$ cat src/lcm_pkg.sv
// ----------------------------------------------------------------------------
// lcm_pkg
// Types and constants shared by the LCM block, its divider and its checker.
// ----------------------------------------------------------------------------
package lcm_pkg;

  // Working width of operands, divisor and result
  localparam int unsigned DataWidth = 32;
  // Step counter width for DataWidth-step iterations
  localparam int unsigned CntWidth  = $clog2(DataWidth);

  typedef logic [DataWidth-1:0] word_t;
  typedef logic [CntWidth-1:0]  cnt_t;

  // Input transaction
  typedef struct packed {
    logic [31:0] first_operand;
    logic [31:0] second_operand;
  } in_t;

  // Output transaction
  typedef struct packed {
    logic [31:0] multiple;
    logic        overflow;
  } out_t;

  // Divider request and response
  typedef struct packed {
    logic  start;
    word_t dividend;
    word_t divisor;
  } div_req_t;

  typedef struct packed {
    logic  done;
    word_t quotient;
    word_t remainder;
  } div_rsp_t;

endpackage

$ cat src/lcm_via_gcd.sv
// ----------------------------------------------------------------------------
// lcm_via_gcd
// Least common multiple of two unsigned operands. Euclid's remainder loop
// finds the GCD on a shared bit-serial divider, the same divider forms
// first / gcd, and a shift-add multiplier forms the exact product with the
// second operand. Results wider than DataWidth saturate and flag overflow.
//
//   channel | signals                         | direction
//   --------+---------------------------------+----------
//   input   | in_valid_i, in_ready_o, in_data_i     | in
//   output  | out_valid_o, out_ready_i, out_data_o  | out
//
// One pair at a time: in_ready_o is high only when the sequencer is idle.
// A zero operand skips the divider and the multiplier: the sequencer goes
// straight to StDone and sets out_valid_o once the output is free.
// Reset clears the sequencer and output valid. The output register holds a
// stalled result while the next pair is computed.
// ----------------------------------------------------------------------------
module lcm_via_gcd (
  input  logic          clk_i,
  input  logic          rst_ni,
  input  logic          in_valid_i,
  output logic          in_ready_o,
  input  lcm_pkg::in_t  in_data_i,
  output logic          out_valid_o,
  input  logic          out_ready_i,
  output lcm_pkg::out_t out_data_o
);
  import lcm_pkg::*;

  typedef enum logic [4:0] {
    StIdle = 5'b00001,
    StGcd  = 5'b00010,
    StQuo  = 5'b00100,
    StMul  = 5'b01000,
    StDone = 5'b10000
  } state_e;

  state_e                 state_q, state_d;
  cnt_t                   cnt_q, cnt_d;
  logic                   out_valid_q, out_valid_d;
  out_t                   out_data_q;
  word_t                  a_q, b_q, y_q;
  logic [2*DataWidth-1:0] acc_q;
  logic [DataWidth:0]     mul_sum;
  word_t                  in_a, in_b;
  logic                   in_hs, out_free, ovf;
  div_req_t               div_req;
  div_rsp_t               div_rsp;

  lcm_div u_div (
    .clk_i  (clk_i),
    .rst_ni (rst_ni),
    .req_i  (div_req),
    .rsp_o  (div_rsp)
  );

  assign in_a     = word_t'(in_data_i.first_operand);
  assign in_b     = word_t'(in_data_i.second_operand);
  assign in_hs    = in_valid_i && in_ready_o;
  assign out_free = !out_valid_q || out_ready_i;

  // Shift-add step: add multiplicand into the high half when low bit set
  assign mul_sum = {1'b0, acc_q[2*DataWidth-1:DataWidth]}
                 + (acc_q[0] ? {1'b0, b_q} : '0);
  assign ovf     = |acc_q[2*DataWidth-1:DataWidth];

  // Sequencer and divider launch
  always_comb begin
    state_d          = state_q;
    cnt_d            = cnt_q;
    out_valid_d      = out_valid_q;
    div_req.start    = 1'b0;
    div_req.dividend = in_a;
    div_req.divisor  = in_b;
    if (out_valid_q && out_ready_i) out_valid_d = 1'b0;
    case (state_q)
      StIdle: begin
        if (in_hs) begin
          if (in_a == '0 || in_b == '0) begin
            state_d = StDone;
          end else begin
            div_req.start = 1'b1;
            state_d       = StGcd;
          end
        end
      end
      StGcd: begin
        if (div_rsp.done) begin
          div_req.start = 1'b1;
          if (div_rsp.remainder == '0) begin
            // y_q is the GCD: now divide the first operand by it
            div_req.dividend = a_q;
            div_req.divisor  = y_q;
            state_d          = StQuo;
          end else begin
            div_req.dividend = y_q;
            div_req.divisor  = div_rsp.remainder;
          end
        end
      end
      StQuo: begin
        if (div_rsp.done) begin
          cnt_d   = cnt_t'(DataWidth - 1);
          state_d = StMul;
        end
      end
      StMul: begin
        cnt_d = cnt_q - cnt_t'(1);
        if (cnt_q == '0) state_d = StDone;
      end
      StDone: begin
        if (out_free) begin
          out_valid_d = 1'b1;
          state_d     = StIdle;
        end
      end
      default: state_d = StIdle;
    endcase
  end

  always_ff @(posedge clk_i or negedge rst_ni) begin
    if (!rst_ni) begin
      state_q     <= StIdle;
      cnt_q       <= '0;
      out_valid_q <= 1'b0;
    end else begin
      state_q     <= state_d;
      cnt_q       <= cnt_d;
      out_valid_q <= out_valid_d;
    end
  end

  // Operand, remainder and product registers
  always_ff @(posedge clk_i) begin
    case (state_q)
      StIdle: begin
        if (in_hs) begin
          a_q   <= in_a;
          b_q   <= in_b;
          y_q   <= in_b;
          acc_q <= '0;
        end
      end
      StGcd: begin
        if (div_rsp.done && div_rsp.remainder != '0) y_q <= div_rsp.remainder;
      end
      StQuo: begin
        if (div_rsp.done) acc_q <= {{DataWidth{1'b0}}, div_rsp.quotient};
      end
      StMul: begin
        acc_q <= {mul_sum, acc_q[DataWidth-1:1]};
      end
      StDone: begin
        if (out_free) begin
          out_data_q.multiple <= 32'(ovf ? {DataWidth{1'b1}} : acc_q[DataWidth-1:0]);
          out_data_q.overflow <= ovf;
        end
      end
      default: ;
    endcase
  end

  assign in_ready_o  = (state_q == StIdle);
  assign out_valid_o = out_valid_q;
  assign out_data_o  = out_data_q;

endmodule

$ cat src/lcm_div.sv
// ----------------------------------------------------------------------------
// lcm_div
// Restoring radix-2 divider: one quotient bit per cycle, DataWidth steps.
// Gives quotient and remainder with a one-cycle done pulse. The divisor must
// be nonzero; start is only honored while the unit is not busy.
// ----------------------------------------------------------------------------
module lcm_div (
  input  logic              clk_i,
  input  logic              rst_ni,
  input  lcm_pkg::div_req_t req_i,
  output lcm_pkg::div_rsp_t rsp_o
);
  import lcm_pkg::*;

  logic               busy_q, busy_d;
  logic               done_q, done_d;
  cnt_t               cnt_q, cnt_d;
  word_t              rem_q, quo_q, dsr_q;
  logic [DataWidth:0] trial, diff;
  logic               fits;
  word_t              rem_d, quo_d;

  // One restoring step: shift in next dividend bit, trial subtract
  always_comb begin
    trial = {rem_q, quo_q[DataWidth-1]};
    diff  = trial - {1'b0, dsr_q};
    fits  = ~diff[DataWidth];
    rem_d = fits ? diff[DataWidth-1:0] : trial[DataWidth-1:0];
    quo_d = {quo_q[DataWidth-2:0], fits};
  end

  // Step control
  always_comb begin
    busy_d = busy_q;
    done_d = 1'b0;
    cnt_d  = cnt_q;
    if (busy_q) begin
      cnt_d = cnt_q - cnt_t'(1);
      if (cnt_q == '0) begin
        busy_d = 1'b0;
        done_d = 1'b1;
      end
    end else if (req_i.start) begin
      busy_d = 1'b1;
      cnt_d  = cnt_t'(DataWidth - 1);
    end
  end

  always_ff @(posedge clk_i or negedge rst_ni) begin
    if (!rst_ni) begin
      busy_q <= 1'b0;
      done_q <= 1'b0;
      cnt_q  <= '0;
    end else begin
      busy_q <= busy_d;
      done_q <= done_d;
      cnt_q  <= cnt_d;
    end
  end

  // Datapath
  always_ff @(posedge clk_i) begin
    if (busy_q) begin
      rem_q <= rem_d;
      quo_q <= quo_d;
    end else if (req_i.start) begin
      rem_q <= '0;
      quo_q <= req_i.dividend;
      dsr_q <= req_i.divisor;
    end
  end

  assign rsp_o.done      = done_q;
  assign rsp_o.quotient  = quo_q;
  assign rsp_o.remainder = rem_q;

endmodule

$ cat config.mk
export PLATFORM = sky130hd
export DESIGN_NAME = lcm_via_gcd
export DESIGN_NICKNAME = d
export VERILOG_FILES = /design/src/lcm_pkg.sv /design/src/lcm_via_gcd.sv /design/src/lcm_div.sv
export SDC_FILE = /design/constraint.sdc
export NUM_CORES = 1
export LEC_CHECK = 0
export ABC_CLOCK_PERIOD_IN_PS = 5300
export BUFFER_PORTS_ARGS = -buffer_cell sky130_fd_sc_hd__buf_2
export CELL_PAD_IN_SITES_DETAIL_PLACEMENT = 1
export CELL_PAD_IN_SITES_GLOBAL_PLACEMENT = 1
export CORE_ASPECT_RATIO = 1.25
export CORE_UTILIZATION = 45
export CTS_CLUSTER_DIAMETER = 120
export DETAILED_ROUTE_END_ITERATION = 8
export MAX_ROUTING_LAYER = met4
export PLACE_DENSITY = 0.89
export SYNTH_ARGS = -nofsm -noshare
export SYNTH_HDL_FRONTEND = slang
export SYNTH_SLANG_ARGS = --single-unit
$ cat constraint.sdc
create_clock -name clk_i -period 5.3 [get_ports clk_i]
set_input_delay 0.53 -clock clk_i [delete_from_list [all_inputs] [get_ports clk_i]]
set_output_delay 0.53 -clock clk_i [all_outputs]
set_load 0.02 [all_outputs]
; After elaboration in Yosys (flattened, before gate mapping)
; Cells that the tools add are included.
[classes]
reduce_logical = 24
n_eq_ne = 12
n_mux = 38
addsub = 4
bitwise_logic = 2
[ops]
columns = op, n
row1 = $mux 32, 8
row2 = $mux 64, 4
row3 = $pmux 64 s3, 1
row4 = $logic_not 32->1, 3
row5 = $mux 65, 1
row6 = $pmux 32 s2, 1
row7 = $mux 5, 10
row8 = $add 32x32->33, 1
row9 = $sub 33x32->33, 1
row10 = $reduce_bool 32->1, 1
row11 = $reduce_or 32->1, 1
row12 = $pmux 5 s5, 1
row13 = $logic_not 5->1, 2
row14 = $mux 1, 10
row15 = $pmux 5 s2, 1
row16 = $sub 5x1->5 const B, 2
row17 = $ne 2x2->1 const B, 4
row18 = $reduce_and 2->1, 4
row19 = $ne 2x1->1 const B, 3
row20 = $reduce_and 3->1, 2
row21 = $reduce_and 6->1, 1
row22 = $reduce_bool 2->1, 3
row23 = $eq 5x1->1 const B, 1
row24 = $eq 5x2->1 const B, 1
row25 = other kinds (9), 13
[word_totals]
word_cells = 95
regBits = 307
out_inout_bits = 35

; Depth between registers and ports, before layout
[logic_depth]
ltp_word = 7
depth_mapped = 14

; Hierarchy
; Synthesis repeated with hierarchy kept, for this count alone.
[hier_totals]
hier_cells = 1497
area_unflattened_um2 = 16784.8
[modules_own_cells]
columns = module, instances, area_each_um2, cells_each
row1 = lcm_via_gcd, 1, 10994.3, 973
row2 = lcm_div, 1, 5790.6, 524

; Worst setup path after synthesis
; OpenSTA, ideal clock, no wires.
[synth_timing]
path_kind = reg-to-reg
startpoint = register state_q[0]
endpoint = register acc_q[0], enable pin
path_stages_with_launch = 6
setup_time_ns = 0.507
n_path_buf = 1
t_required_ns = 4.793
slack_ns = 0.057
t_arrival_ns = 4.735
path_cell_list = dfstp_2 or3_1 nor3b_1 clkbuf_1 nor2_1 a21oi_1
[synth_via]
elab_chain_cells = 4
word_cells_on_any_way = 8
cone_classes = 5 x eq/ne / 3 x reduce/logical
[synth_rtl]
columns = item, line_no
row1 = from (decl), lcm_via_gcd.sv:39  ; state_e state_q, state_d;
row2 = from (signal assigned), lcm_via_gcd.sv:124  ; state_q <= StIdle;
row3 = from (signal assigned), lcm_via_gcd.sv:128  ; state_q <= state_d;
row4 = $eq 5x1->1, "lcm_via_gcd.sv:136, lcm_via_gcd.sv:164"
row5 = $logic_and 1x1->1, lcm_via_gcd.sv:60  ; assign in_hs = in_valid_i && in_ready_o;
row6 = $ne 2x1->1 (no source line), --
row7 = $reduce_and 3->1 (no source line) *, --
row8 = to (signal assigned), lcm_via_gcd.sv:149  ; if (div_rsp.done) acc_q <= {{DataWidth{1'b0}}, div_rsp.quotient};
row9 = to (signal assigned), lcm_via_gcd.sv:152  ; acc_q <= {mul_sum, acc_q[DataWidth-1:1]};
row10 = to (decl), lcm_via_gcd.sv:44  ; logic [2*DataWidth-1:0] acc_q;
; Every way passes the cells marked *; elsewhere a longest branch is shown, timed or not.
; A chain may end at the register's enable or synchronous reset.

; Worst setup path after layout
[layout_timing]
startpoint = register u_div.quo_q[31]
endpoint = register u_div.rem_q[18] (data pin)
[layout_via]
elab_chain_cells = 3
[layout_rtl]
columns = item, line_no
row1 = from (decl), lcm_div.sv:18  ; word_t rem_q, quo_q, dsr_q;
row2 = from (signal assigned), lcm_div.sv:65  ; quo_q <= quo_d;
row3 = from (signal assigned), lcm_div.sv:68  ; quo_q <= req_i.dividend;
row4 = $sub 33x32->33, lcm_div.sv:26  ; diff = trial - {1'b0, dsr_q};
row5 = $mux 32, lcm_div.sv:28  ; rem_d = fits ? diff[DataWidth-1:0] : trial[DataWidth-1:0];
row6 = $mux 32, lcm_div.sv:63  ; if (busy_q) begin
row7 = to (signal assigned), lcm_div.sv:64  ; rem_q <= rem_d;
row8 = to (decl), lcm_div.sv:18
; No other way between the ends.

==> flow_metrics.env <==
export IMPL_status="completed"
export IMPL_crit_chain="inv_1, ha_1, inv_1, fa_1, a211oi_2, o211ai_1, a311o_1, a21boi_2, o21ai_2, a221oi_2, xnor2_4, buf_4, mux2i_1, nor2_1"
export IMPL_timing_hold_ws_ns=0.184
export IMPL_gp_congestion=0.911
export IMPL_wirelength_mm=50.5
export IMPL_fin_tns_setup_ns=0
export IMPL_detail_route_vias_per_cell=6.18
export IMPL_hold_buffers=1
export IMPL_synth_compound_area_share_pct=14.6
export IMPL_grt_pass1_wl_mm=78.0
export IMPL_final_hold_viol_count=0
export IMPL_hpwl_mm=36.2
export IMPL_yosysMostFrequentCell="edfxtp_1"
export IMPL_syn_inst=1458
export IMPL_die_w_um=173
export IMPL_finClkSkew_ns=0.00956
export IMPL_gr_usage_all_layers_pct=27.7
export IMPL_fin_crit_sh_pct=81.3
export IMPL_clkTransAtPathRegs_ns=0.07
export IMPL_arrival_ns=4.60
export IMPL_yosys_area_share_simple_pct=13.1
export IMPL_core_area_um2=35600
export IMPL_synth_top_cell_by_area="edfxtp_1"
export IMPL_numCtsBuffers=29
export IMPL_antenna_found_initial=1
export IMPL_drt_pass1_iter_count=5
export IMPL_setup_viol=0
export IMPL_synth_top_family_by_area="compound AO/OA/AOI/OAI gates"
export IMPL_synth_warnings=0
export IMPL_clock_latency_ns=0.56
export IMPL_gr_total_overflow=0
export IMPL_cts_root_buffer="clkbuf_16"
export IMPL_cp_depth=14
export IMPL_hold_class="in -> reg"
export IMPL_synth_xor_area_share_pct=2.77
export IMPL_synthMuxAreaShare_pct=5.49
export IMPL_synth_common_cells="edfxtp_1, a21oi_1, nor2_1"
export IMPL_avgSynthCellArea_um2=11.2
export IMPL_power_density_nw_per_um2=566
export IMPL_crit_fanout=25
export IMPL_dr_total_vias=12600
export IMPL_clockBufferDepth=3
export IMPL_start_util_pct=46.0
export IMPL_setup_worst_path_class="reg -> reg"
export IMPL_synth_distinct_cells=69
export IMPL_critPathSlowestCell="buf_4"
export IMPL_drive_above_1_share_pct=14.4
export IMPL_tightest_slew_ns=1.18
export IMPL_die_height_um=215
export IMPL_fmax_ghz=0.232
export IMPL_cp_end_kind="register"
export IMPL_crit_required_ns=5.59
export IMPL_layout_min_cycle_time_ns=4.31
export IMPL_min_path_cells=1
export IMPL_cp_top_family="compound AO/OA/AOI/OAI gates"
export IMPL_cts_htree_levels=1
export IMPL_ys_seq_elements=307
export IMPL_grt_max_degree=92
export IMPL_netlist_top_cells_area="edfxtp_1, ha_1, a21oi_1"
export IMPL_slew_headroom_pct=21.1
export IMPL_synth_edf_count=289
export IMPL_drcViolationCount=0
export IMPL_cts_resized=0
export IMPL_rsz0062_at_grt="no"
export IMPL_yosysTopAreaCellShare_pct=52.9
export IMPL_cp_num_buf_inv=3
export IMPL_io_pins=103
export IMPL_die_area_um2=37200
export IMPL_cap_viol_max_count=0
export IMPL_maxSlewViolCount=0
export IMPL_fin_cells=2038
export IMPL_p_leak_nw=6.88
export IMPL_synthArstFlopShare_pct=5.86
export IMPL_synth_area_um2=16400
export IMPL_io_buffers=102
export IMPL_post_cts_setup_buffers=0
export IMPL_ys_seq_area_share_pct=55.7
export IMPL_syn_to_final_growth_pct=12.2
export IMPL_synth_flop_cell="edfxtp_1"
export IMPL_dp_cells=1983
export IMPL_nets=1679
export IMPL_drt_iter0_drc=941
export IMPL_ant_nets=0
export IMPL_synth_adder_area_share_pct=5.43
export IMPL_post_drt_wl_per_cell_um=24.8
export IMPL_tritoncts="done"
export IMPL_fin_util_pct=51.6
export IMPL_p_total_w=0.0104
export IMPL_start_kind="register"
export IMPL_cp_common_cell="inv_1"
export IMPL_clock_sinks=307
export IMPL_peakVddDrop_v=0.000275
export IMPL_num_rows=77
export IMPL_r2r_cells=14
export IMPL_grt_pass1_vias=13300
export IMPL_syn_num_nets=1596
export IMPL_worst_path_largest_cell_delay_ns=0.49
[layout by cell type, fill, tap and decap left out, types with 4 or more instances in the layout]
| cell type | synthesis | routed |
|---|---|---|
| edfxtp_1 | 289 | 289 |
| a21oi_1 | 137 | 135 |
| nor2_1 | 131 | 130 |
| nand2_1 | 109 | 109 |
| buf_2 | 0 | 102 |
| ha_1 | 68 | 68 |
| mux2i_1 | 54 | 54 |
| inv_1 | 54 | 53 |
| o21ai_0 | 52 | 51 |
| o21ai_1 | 50 | 50 |
| nor4_1 | 37 | 37 |
| or3_1 | 36 | 36 |
| and2_1 | 34 | 34 |
| a22o_1 | 32 | 32 |
| mux2_2 | 32 | 32 |
| clkbuf_16 | 0 | 31 |
| xnor2_1 | 30 | 30 |
| a21o_1 | 29 | 29 |
| xor2_1 | 20 | 20 |
| nor3_1 | 19 | 19 |
| dfrtp_1 | 17 | 16 |
| nand2b_1 | 14 | 14 |
| nand4_1 | 14 | 14 |
| o21a_1 | 12 | 12 |
| nand3_1 | 12 | 11 |
| buf_4 | 0 | 11 |
| nor2b_1 | 9 | 9 |
| o211ai_1 | 9 | 9 |
| a31oi_1 | 8 | 8 |
| o21bai_1 | 8 | 8 |
| clkinv_2 | 0 | 8 |
| a211oi_1 | 7 | 7 |
| and3_1 | 6 | 6 |
| o22ai_1 | 5 | 5 |
| a311oi_1 | 5 | 5 |
| nand3b_1 | 4 | 4 |
| a211oi_2 | 4 | 4 |
| o31ai_1 | 4 | 4 |
[path summary, 6_finish.rpt]
kind                                            from                            end  slack, ns
hold reg to reg                 cnt_q[0]$_DFFE_PN0P_           cnt_q[0]$_DFFE_PN0P_       0.49
setup reg to reg           u_div.quo_q[31]$_DFFE_PP_  u_div.rem_q[18]$_SDFFCE_PN0P_       0.99
min in group asynchronous                     rst_ni     u_div.cnt_q[0]$_DFFE_PN0P_       0.46
setup / recovery           u_div.quo_q[31]$_DFFE_PP_  u_div.rem_q[18]$_SDFFCE_PN0P_       0.99
hold / removal                         in_data_i[58]              a_q[26]$_DFFE_PP_       0.18
max in group asynchronous                     rst_ni         state_q[0]$_DFFE_PN1P_       4.49
[through the flow]
step                cell area, um^2  setup slack [ns]
floorplan                     16400            0.0573
detailed placement            17400              1.13
global placement              17400              1.38
finish                        18400             0.992
CTS                           18400              1.02
global route                  18400             0.892
[registers in the layout (all words and copies together) (netlist names)]
register,flops
cnt_q,5
u_div.done_q,1
b_q,32
u_div.cnt_q,5
u_div.quo_q,32
u_div.dsr_q,32
acc_q,64
u_div.rem_q,32
out_data_o,33
state_q,5
u_div.busy_q,1
out_valid_o,1
y_q,32
a_q,32
[area by class of cell]
| cell class | count | area, um^2 |
|---|---|---|
| diodes | 1 | 2.50 |
| clock buffers | 33 | 793 |
| clock inverters | 20 | 175 |
| fillers | 3844 | 17200 |
| inverters | 54 | 203 |
| multi-input cells | 1033 | 6870 |
| flip-flops and latches | 307 | 9130 |
| well taps | 474 | 593 |
| repair buffers | 116 | 643 |
[routing by layer]
layer,up-vias,global-route usage [%],wire length (um)
li1,5621,-,-
met1,6329,31.6,19600
met2,490,47.5,25600
met3,156,3.29,2500
met4,0,15.1,2800
met5,-,-,0
[cells by family (layout without fill, tap and decap cells)]
group                      after synthesis  in the layout
AOI/OAI and AO/OA                      386            386
and+or+nand+nor                        440            440
xor gates and xnor gates                51             51
DFF                                    307            307
adders and majority gates               70             70
other                                    0              1
buffers and inverters                  118            223
muxes                                   86             86
[power by group]
part,total (W),leakage [nW],switching [W],internal (W)
Combinational,0.00402,3.49,0.00247,0.00154
Sequential,0.00426,2.91,0.000614,0.00365
Clock,0.00215,0.479,0.000966,0.00118
(Power assumes the default switching activity.)
